### src/rtl/serial_command_frame_receiver_core_macros.svh
// Assertion macros for the serial command frame receiver.
// Used by the top level; expects clk and rst_n in scope.
`ifndef SERIAL_COMMAND_FRAME_RECEIVER_CORE_MACROS_SVH
`define SERIAL_COMMAND_FRAME_RECEIVER_CORE_MACROS_SVH

// check outside reset
`define SCFR_ASSERT(lbl, prop, msg) \
  lbl: assert property (@(posedge clk) disable iff (!rst_n) prop) else $error(msg);

// check that also holds across reset
`define SCFR_ASSERT_RST(lbl, prop, msg) \
  lbl: assert property (@(posedge clk) prop) else $error(msg);

`endif

### src/rtl/scfr_pkg.sv
// Shared types and constants for the serial command frame receiver.
// No dependencies.
`default_nettype none

package scfr_pkg;

  localparam int FRAME_BYTES = 8;
  localparam int POS_W       = 3;
  localparam int PAY_N       = FRAME_BYTES - 3;

  localparam logic [7:0] HDR_FIRST  = 8'h3E;
  localparam logic [7:0] HDR_SECOND = 8'h04;

  // frame positions
  localparam logic [POS_W-1:0] POS_HUNT     = POS_W'(0);
  localparam logic [POS_W-1:0] POS_HDR2     = POS_W'(1);
  localparam logic [POS_W-1:0] POS_PAYLOAD0 = POS_W'(2);
  localparam logic [POS_W-1:0] POS_CHK_HI   = POS_W'(FRAME_BYTES - 2);
  localparam logic [POS_W-1:0] POS_CHK_LO   = POS_W'(FRAME_BYTES - 1);

  // item and result kinds
  localparam logic OP_BYTE    = 1'b0;
  localparam logic OP_TICK    = 1'b1;
  localparam logic KIND_FRAME = 1'b0;
  localparam logic KIND_TICK  = 1'b1;

  // register select (paddr[2])
  localparam logic REG_TIMEOUT   = 1'b0;
  localparam logic REG_OPEN_MODE = 1'b1;

  localparam logic [15:0] TIMEOUT_RST = 16'd160;

  typedef struct packed {
    logic       done;
    logic       good;
    logic [7:0] mode;
    logic [7:0] night;
    logic [7:0] speed;
    logic [7:0] brake;
  } frame_rpt_t;

  typedef struct packed {
    logic       lost;
    logic       safe;
    logic [1:0] ctl_mode;
  } link_stat_t;

endpackage

`default_nettype wire

### src/rtl/scfr_frame_parser.sv
// Frame parser: header hunt, payload capture, checksum and command latch.
// Depends on scfr_pkg.
`default_nettype none

module scfr_frame_parser
  import scfr_pkg::*;
(
  input  wire logic       clk,
  input  wire logic       rst_n,
  input  wire logic       byte_vld,   // byte word waiting in the input register
  input  wire logic       step_en,    // that word moves on this edge
  input  wire logic [7:0] rx_byte,
  output frame_rpt_t      rpt,
  output logic [7:0]      latched_speed,
  output logic [7:0]      latched_brake
);

  logic [POS_W-1:0] pos_r, pos_nxt;
  logic [15:0]      sum_r, sum_nxt, sum_add;
  logic [7:0]       payload_r [PAY_N];
  logic [7:0]       speed_r, brake_r;
  logic [15:0]      chk;

  assign sum_add = sum_r + {8'h00, rx_byte};
  assign chk     = {payload_r[PAY_N-1], rx_byte};

  always_comb begin
    pos_nxt   = pos_r;
    sum_nxt   = sum_r;
    rpt.done  = 1'b0;
    rpt.good  = 1'b0;
    rpt.mode  = payload_r[0];
    rpt.night = payload_r[1];
    rpt.speed = payload_r[2];
    rpt.brake = payload_r[3];
    if (byte_vld) begin
      case (pos_r)
        POS_HUNT: begin
          if (rx_byte == HDR_FIRST) begin
            sum_nxt = {8'h00, rx_byte};
            pos_nxt = POS_HDR2;
          end
        end
        POS_HDR2: begin
          if (rx_byte == HDR_SECOND) begin
            sum_nxt = sum_add;
            pos_nxt = POS_PAYLOAD0;
          end else begin
            // bad second byte is not retried as a first byte
            sum_nxt = '0;
            pos_nxt = POS_HUNT;
          end
        end
        POS_CHK_LO: begin
          rpt.done = 1'b1;
          rpt.good = (chk == sum_r);
          sum_nxt  = '0;
          pos_nxt  = POS_HUNT;
        end
        default: begin
          pos_nxt = pos_r + POS_W'(1);
          if (pos_r != POS_CHK_HI) sum_nxt = sum_add;
        end
      endcase
    end
  end

  always_ff @(posedge clk) begin
    if (!rst_n) begin
      pos_r   <= POS_HUNT;
      sum_r   <= '0;
      speed_r <= '0;
      brake_r <= '0;
    end else if (step_en && byte_vld) begin
      pos_r <= pos_nxt;
      sum_r <= sum_nxt;
      if (rpt.done && rpt.good) begin
        speed_r <= payload_r[2];
        brake_r <= payload_r[3];
      end
    end
  end

  for (genvar i = 0; i < PAY_N; i++) begin : g_pay
    always_ff @(posedge clk) begin
      if (step_en && byte_vld && pos_r == POS_W'(int'(POS_PAYLOAD0) + i))
        payload_r[i] <= rx_byte;
    end
  end

  assign latched_speed = speed_r;
  assign latched_brake = brake_r;

endmodule

`default_nettype wire

### src/rtl/scfr_link_mon.sv
// Serial link monitor: saturating silence counter and lost-link flag.
// Depends on scfr_pkg.
`default_nettype none

module scfr_link_mon
  import scfr_pkg::*;
(
  input  wire logic        clk,
  input  wire logic        rst_n,
  input  wire logic        step_en,
  input  wire logic        tick_vld,
  input  wire logic        frame_ok,     // good frame completes
  input  wire logic        adc_fault,
  input  wire logic [1:0]  req_mode,
  input  wire logic [15:0] timeout_lim,
  input  wire logic [1:0]  safe_mode,
  output link_stat_t       stat
);

  logic [15:0] cnt_r, cnt_nxt;
  logic        lost_r, lost_nxt;

  always_comb begin
    cnt_nxt  = cnt_r;
    lost_nxt = lost_r;
    if (tick_vld) begin
      if (cnt_r >= timeout_lim) begin
        lost_nxt = 1'b1;
        cnt_nxt  = timeout_lim;
      end else begin
        cnt_nxt = cnt_r + 16'd1;
      end
    end else if (frame_ok) begin
      lost_nxt = 1'b0;
      cnt_nxt  = '0;
    end
  end

  always_ff @(posedge clk) begin
    if (!rst_n) begin
      cnt_r  <= '0;
      lost_r <= 1'b0;
    end else if (step_en) begin
      cnt_r  <= cnt_nxt;
      lost_r <= lost_nxt;
    end
  end

  assign stat.lost     = lost_nxt;
  assign stat.safe     = lost_nxt | adc_fault;
  assign stat.ctl_mode = stat.safe ? safe_mode : req_mode;

endmodule

`default_nettype wire

### src/rtl/scfr_cfg_regs.sv
// APB-style configuration registers: serial timeout and open mode code.
// Depends on scfr_pkg.
`default_nettype none

module scfr_cfg_regs
  import scfr_pkg::*;
(
  input  wire logic        clk,
  input  wire logic        rst_n,
  input  wire logic        psel,
  input  wire logic        penable,
  input  wire logic        pwrite,
  input  wire logic [2:0]  paddr,
  input  wire logic [31:0] pwdata,
  output logic [31:0]      prdata,
  output logic             pready,
  output logic [15:0]      timeout_lim,
  output logic [1:0]       safe_mode
);

  logic [15:0] timeout_r;
  logic [1:0]  safe_mode_r;
  logic        wr_en;

  assign pready = 1'b1;
  assign wr_en  = psel & penable & pwrite & pready;

  always_ff @(posedge clk) begin
    if (!rst_n) begin
      timeout_r   <= TIMEOUT_RST;
      safe_mode_r <= '0;
    end else if (wr_en) begin
      case (paddr[2])
        REG_TIMEOUT:   timeout_r   <= pwdata[15:0];
        REG_OPEN_MODE: safe_mode_r <= pwdata[1:0];
        default: ;
      endcase
    end
  end

  always_comb begin
    case (paddr[2])
      REG_TIMEOUT:   prdata = {16'h0000, timeout_r};
      REG_OPEN_MODE: prdata = {30'h0, safe_mode_r};
      default:       prdata = '0;
    endcase
  end

  assign timeout_lim = timeout_r;
  assign safe_mode   = safe_mode_r;

endmodule

`default_nettype wire

### src/rtl/serial_command_frame_receiver_core.sv
// Serial command frame receiver, top level.
// Each word passes the input register, one pass of logic and the result register.
// Throughput: one word per cycle while the result register is free or being drained.
// Input ready stays high while the result register is free or being drained.
// Reset (rst_n, synchronous): parser hunts the header, counters and latches clear,
// timeout register returns to 160 and open mode to 0.
`default_nettype none
`include "serial_command_frame_receiver_core_macros.svh"

module serial_command_frame_receiver_core
  import scfr_pkg::*;
(
  input  wire logic        clk,
  input  wire logic        rst_n,
  // input stream
  input  wire logic        in_tvalid,
  output logic             in_tready,
  input  wire logic [15:0] in_tdata,   // rx_byte[7:0], adc_fault[8], requested_mode[10:9]
  input  wire logic        in_tuser,   // op
  // result stream
  output logic             out_tvalid,
  input  wire logic        out_tready,
  // frame_good[0], ride_mode[8:1], night_light[16:9], speed_cmd[24:17],
  // brake_cmd[32:25], control_mode[34:33], timeout_flag[35]
  output logic [39:0]      out_tdata,
  output logic             out_tuser,  // result_kind
  // configuration
  input  wire logic        cfg_psel,
  input  wire logic        cfg_penable,
  input  wire logic        cfg_pwrite,
  input  wire logic [2:0]  cfg_paddr,
  input  wire logic [31:0] cfg_pwdata,
  output logic [31:0]      cfg_prdata,
  output logic             cfg_pready
);

  logic        in_vld_r;
  logic        op_r;
  logic [7:0]  byte_r;
  logic        adc_r;
  logic [1:0]  req_r;

  logic        out_vld_r;
  logic        kind_r;
  logic [35:0] res_r, res_nxt;

  logic        byte_vld, tick_vld, has_result, out_free, advance;
  logic [15:0] timeout_lim;
  logic [1:0]  safe_mode;
  logic [7:0]  lat_speed, lat_brake;
  frame_rpt_t  rpt;
  link_stat_t  stat;

  scfr_cfg_regs u_cfg (
    .clk         (clk),
    .rst_n       (rst_n),
    .psel        (cfg_psel),
    .penable     (cfg_penable),
    .pwrite      (cfg_pwrite),
    .paddr       (cfg_paddr),
    .pwdata      (cfg_pwdata),
    .prdata      (cfg_prdata),
    .pready      (cfg_pready),
    .timeout_lim (timeout_lim),
    .safe_mode   (safe_mode)
  );

  assign byte_vld   = in_vld_r && (op_r == OP_BYTE);
  assign tick_vld   = in_vld_r && (op_r == OP_TICK);
  assign has_result = tick_vld || rpt.done;
  assign out_free   = !out_vld_r || out_tready;
  // a byte word with no result never waits on the output side
  assign advance    = in_vld_r && (!has_result || out_free);
  assign in_tready  = !in_vld_r || advance;

  scfr_frame_parser u_parser (
    .clk           (clk),
    .rst_n         (rst_n),
    .byte_vld      (byte_vld),
    .step_en       (advance),
    .rx_byte       (byte_r),
    .rpt           (rpt),
    .latched_speed (lat_speed),
    .latched_brake (lat_brake)
  );

  scfr_link_mon u_link (
    .clk         (clk),
    .rst_n       (rst_n),
    .step_en     (advance),
    .tick_vld    (tick_vld),
    .frame_ok    (rpt.done && rpt.good),
    .adc_fault   (adc_r),
    .req_mode    (req_r),
    .timeout_lim (timeout_lim),
    .safe_mode   (safe_mode),
    .stat        (stat)
  );

  always_comb begin
    if (tick_vld) begin
      res_nxt = {stat.lost, stat.ctl_mode,
                 stat.safe ? 8'h00 : lat_brake,
                 stat.safe ? 8'h00 : lat_speed,
                 8'h00, 8'h00, 1'b0};
    end else begin
      res_nxt = {stat.lost, 2'b00, rpt.brake, rpt.speed, rpt.night, rpt.mode, rpt.good};
    end
  end

  // input register
  always_ff @(posedge clk) begin
    if (!rst_n) begin
      in_vld_r <= 1'b0;
    end else if (in_tready) begin
      in_vld_r <= in_tvalid;
    end
  end

  always_ff @(posedge clk) begin
    if (in_tvalid && in_tready) begin
      op_r   <= in_tuser;
      byte_r <= in_tdata[7:0];
      adc_r  <= in_tdata[8];
      req_r  <= in_tdata[10:9];
    end
  end

  // result register
  always_ff @(posedge clk) begin
    if (!rst_n) begin
      out_vld_r <= 1'b0;
    end else if (advance && has_result) begin
      out_vld_r <= 1'b1;
    end else if (out_tready) begin
      out_vld_r <= 1'b0;
    end
  end

  always_ff @(posedge clk) begin
    if (advance && has_result) begin
      kind_r <= tick_vld ? KIND_TICK : KIND_FRAME;
      res_r  <= res_nxt;
    end
  end

  assign out_tvalid = out_vld_r;
  assign out_tuser  = kind_r;
  assign out_tdata  = {4'h0, res_r};

  `SCFR_ASSERT_RST(a_reset_clears_out, !rst_n |=> !out_vld_r, "result valid after reset")
  `SCFR_ASSERT(a_good_frame_clears_flag,
    out_tvalid && out_tuser == KIND_FRAME && out_tdata[0] |-> !out_tdata[35],
    "good frame report with timeout flag set")
  `SCFR_ASSERT(a_safe_tick_zero_cmd,
    out_tvalid && out_tuser == KIND_TICK && out_tdata[35] |-> out_tdata[32:17] == 16'h0000,
    "lost-link tick report carries commands")
  `SCFR_ASSERT(a_frame_no_ctl_mode,
    out_tvalid && out_tuser == KIND_FRAME |-> out_tdata[34:33] == 2'b00,
    "frame report carries control mode")

endmodule

`default_nettype wire
### config.mk
export PLATFORM = sky130hd
export DESIGN_NAME = serial_command_frame_receiver_core
export DESIGN_NICKNAME = d
export VERILOG_FILES = /design/src/rtl/scfr_pkg.sv /design/src/rtl/scfr_frame_parser.sv /design/src/rtl/scfr_link_mon.sv /design/src/rtl/scfr_cfg_regs.sv /design/src/rtl/serial_command_frame_receiver_core.sv
export VERILOG_INCLUDE_DIRS = /design/src /design/src/rtl
export SDC_FILE = /design/constraint.sdc
export NUM_CORES = 1
export LEC_CHECK = 0
export BUFFER_PORTS_ARGS = -buffer_cell sky130_fd_sc_hd__buf_2
export CORE_MARGIN = 1
export CORE_UTILIZATION = 58
export CTS_BUF_LIST = sky130_fd_sc_hd__clkbuf_2
export CTS_CLUSTER_DIAMETER = 120
export DETAILED_ROUTE_END_ITERATION = 12
export PLACE_DENSITY = 0.83
export SYNTH_ARGS = -nofsm -noshare
export SYNTH_HDL_FRONTEND = slang
export SYNTH_SLANG_ARGS = --single-unit
### constraint.sdc
create_clock -name clk -period 4.05 [get_ports clk]
set_input_delay 0.81 -clock clk [delete_from_list [all_inputs] [get_ports clk]]
set_output_delay 0.81 -clock clk [all_outputs]
set_load 0.02 [all_outputs]
==> summary.md <==
| Metric | Value |
|---|---|
| Iteration-0 DRC Markers | `532` |
| Post-CTS sizing | `0` |
| Mapped Area | `7620 um2` |
| Synthesized flop and latch total | `161` |
| Core area | `12,700 um2` |
| Vias | `5,540` |
| Flop pwr share | `62.7%` |
| DR vias/cell | `5.66` |
| Placed wire-length estimate | `10.8 mm` |
| Main synth FF type | `edfxtp_1` |
| Critical path class | `register to output pin` |
| NetSw | `0.709 mW` |
| Chip width | `117 um` |
| Setup Fix Bufs, Post-CTS | `0` |
| Fill count | `997` |
| Avg WL per Cell | `15.7 um` |
| CTS tree | `yes` |
| Post-route clock skew | `0.0289 ns` |
| Register area | `4110 um2` |
| Sum of negative setup slack | `0 ns` |
| Setup ws final | `0.756 ns` |
| Total CTS buffers | `17` |
| Share of layout cells above drive strength 1 | `19.7%` |
| Initial antenna violation count | `1` |
| Tcrit/Tclk final | `81.3%` |
| Clk sinks | `161` |
| Post-synth EDFFs | `89` |
| Clock-pin slew on the worst setup and hold paths | `0.24 ns` |
| Period minus WS final | `3.29 ns` |
| Top post-synthesis cells by area | `edfxtp_1, dfxtp_1, ha_1, nand2_1, mux2i_1` |
| Least-Margin Pin Slew | `1.02 ns` |
| Place WS | `1.05 ns` |
| GRT overflow | `0` |
| Final wirelength | `15.4 mm` |
| Layout net count | `884` |
| Final instance area | `8390 um2` |
| Sw frac | `25.2%` |
| Root Buffer | `clkbuf_2` |
| IO Port Bufs | `90` |
| YS warnings | `0` |
| Initial Util | `59.9%` |
| Total Power | `2.81 mW` |
| # Max-Cap Violations | `0` |
| # hold bufs at CTS | `0` |
| Setup violations, final | `0` |
| H-Tree Depth | `4` |
| Layout Area Growth over Synthesis | `10.0%` |
| Synth Area per Inst | `10.8 um2` |
| Post-synth top area share | `35.1%` |
| Chip height | `117 um` |
| PD cells | `335 nW/um2` |
| Die Area | `13,600 um2` |
| Synth cell types | `63` |
| FMAX | `0.304 GHz` |
| Clock Power Share | `31.1%` |
| Largest net degree at the start of global routing | `54` |
| Max-slew headroom | `31.6%` |
| Gate Count Post-Synth | `705` |
| Placement Cell Area | `8140 um2` |
| CP Capture Type | `output pin` |
| CP max FO | `4` |
| Worst skew pair latency | `0.74 ns` |
| Ys async rst share | `0%` |
| Commonest non-fill, non-tap cell in the layout | `buf_2` |
| Internal power | `2.10 mW` |
| Peak VDD IR | `167 uV` |
| CP startpoint kind | `register` |
| Vias in the first global route | `5,084` |
| Commonest non-fill, non-tap cells in the layout | `buf_2, edfxtp_1, nand2_1` |
| Post-route ant nets | `0` |
| Clock buffer depth | `2` |
| RSZ-0062 raised after global routing | `no` |
| Area of the multi-input gates | `3180 um2` |
| I/O pin count | `135` |
| Data required, critical path | `3.24 ns` |
| Status | `completed` |
| Top cell type by total area after synthesis | `edfxtp_1` |
| Count of final hold-check violations | `0` |
| First-pass GRT wire length | `24.9 mm` |
| Combinational cell fraction of total power | `6.2%` |
| Gr usage total | `24.4%` |
| Final Max Tran Viols | `0` |
| DR DRC count | `0` |
| Std cell rows | `41` |
| DR pass1 iterations | `5` |
| Seq/Total Area, Yosys | `54.0%` |
| Leakage | `3.20 nW` |
| HP Class | `input port to register` |
| Routability cong. | `0.879` |
| Crit path DAT | `2.48 ns` |
## per-stage QoR
stage	instances	util, %	hold slack, ns
2_1_floorplan	724	-	0.443
3_3_place_gp	946	64.0	0.450
3_5_place_dp	946	64.0	0.459
4_1_cts	978	65.9	0.166
5_1_grt	979	65.9	0.154
6_report	979	65.9	0.230
## Yosys cell counts (5+ instances only)
cell,number
o21ai_2,11
inv_1,27
nand4_1,14
o21ai_0,31
nor3_1,8
nor2_1,41
o2bb2ai_1,6
a21boi_0,20
nor4_1,9
buf_4,23
ha_1,31
clkbuf_1,20
a221oi_1,5
nand2b_1,5
mux2i_1,30
and2_1,23
nand3_1,15
and3_1,17
dfxtp_1,72
nor2b_1,24
o211ai_1,5
nand2_1,83
a21oi_1,14
xnor2_1,15
edfxtp_1,89
## power by group through the flow
stage | combinational, mW | clock (mW) | sequential, mW
CTS | 0.173 | 0.892 | 1.76
detailed placement | 0.172 | 0 | 1.80
global placement | 0.167 | 0 | 1.80
finish | 0.173 | 0.875 | 1.76
global route | 0.190 | 0.956 | 1.77
floorplan | 0.121 | 0 | 1.80
## critical path: stages, from the launching register on
cell and delay (ns):
dfxtp_1 0.39, ha_1 0.25, ha_1 0.22, o21ai_0 0.43
nor2_1 0.18, inv_1 0.10, buf_2 0.17
## worst paths after layout
kind                              from                    to  slack [ns]  depth (start not counted)
setup / recovery     u_parser.pos_r[0]             in_tready        0.76                          6
hold / removal             in_tdata[7]             byte_r[7]        0.23                          1
setup reg to reg             byte_r[4]             res_r[32]        1.03                          6
hold reg to reg   u_cfg.timeout_lim[2]  u_cfg.timeout_lim[2]        0.48                          2
## layer usage
layer	track usage [%]	up-vias	wire length, um
met1	32.0	2612	6610
met2	39.5	232	7400
li1	-	2668	-
met3	4.83	28	1090
met4	10.4	0	301
met5	0	-	0
## sequential cells by signal, indices dropped and copies added, names as in the netlist, 2 cells and up
name	count
byte_r	8
req_r	2
res_r	36
u_cfg.safe_mode	2
u_cfg.timeout_lim	16
u_link.cnt_r	16
u_parser.latched_brake	8
u_parser.latched_speed	8
u_parser.payload_r	40
u_parser.pos_r	3
u_parser.sum_r	16
## cells by family (layout without fill, tap and decap cells)
kind of cell             after synthesis  in the layout  share of synthesized area [%]
other                                  2             22                         0.0985
XOR/XNOR                              18             18                           2.07
flip-flops                           161            161                           54.0
AO/OA/AOI/OAI                        123            123                           11.3
AND/OR/NAND/NOR                      260            260                           17.6
buffers and inverters                 77            159                           5.40
multiplexers                          32             32                           4.23
adder cells (fa/ha/maj)               32             32                           5.35
## area by class of cell
class / instances / area share (%)
antenna: 1 / 0.0298
clock buffer: 19 / 1.13
clock inverter: 13 / 1.80
inverter: 27 / 1.21
multi-input combinational: 486 / 37.9
sequential: 161 / 49.0
tap: 172 / 2.57
timing repair buffer: 100 / 6.26
(Power assumes the default switching activity.)
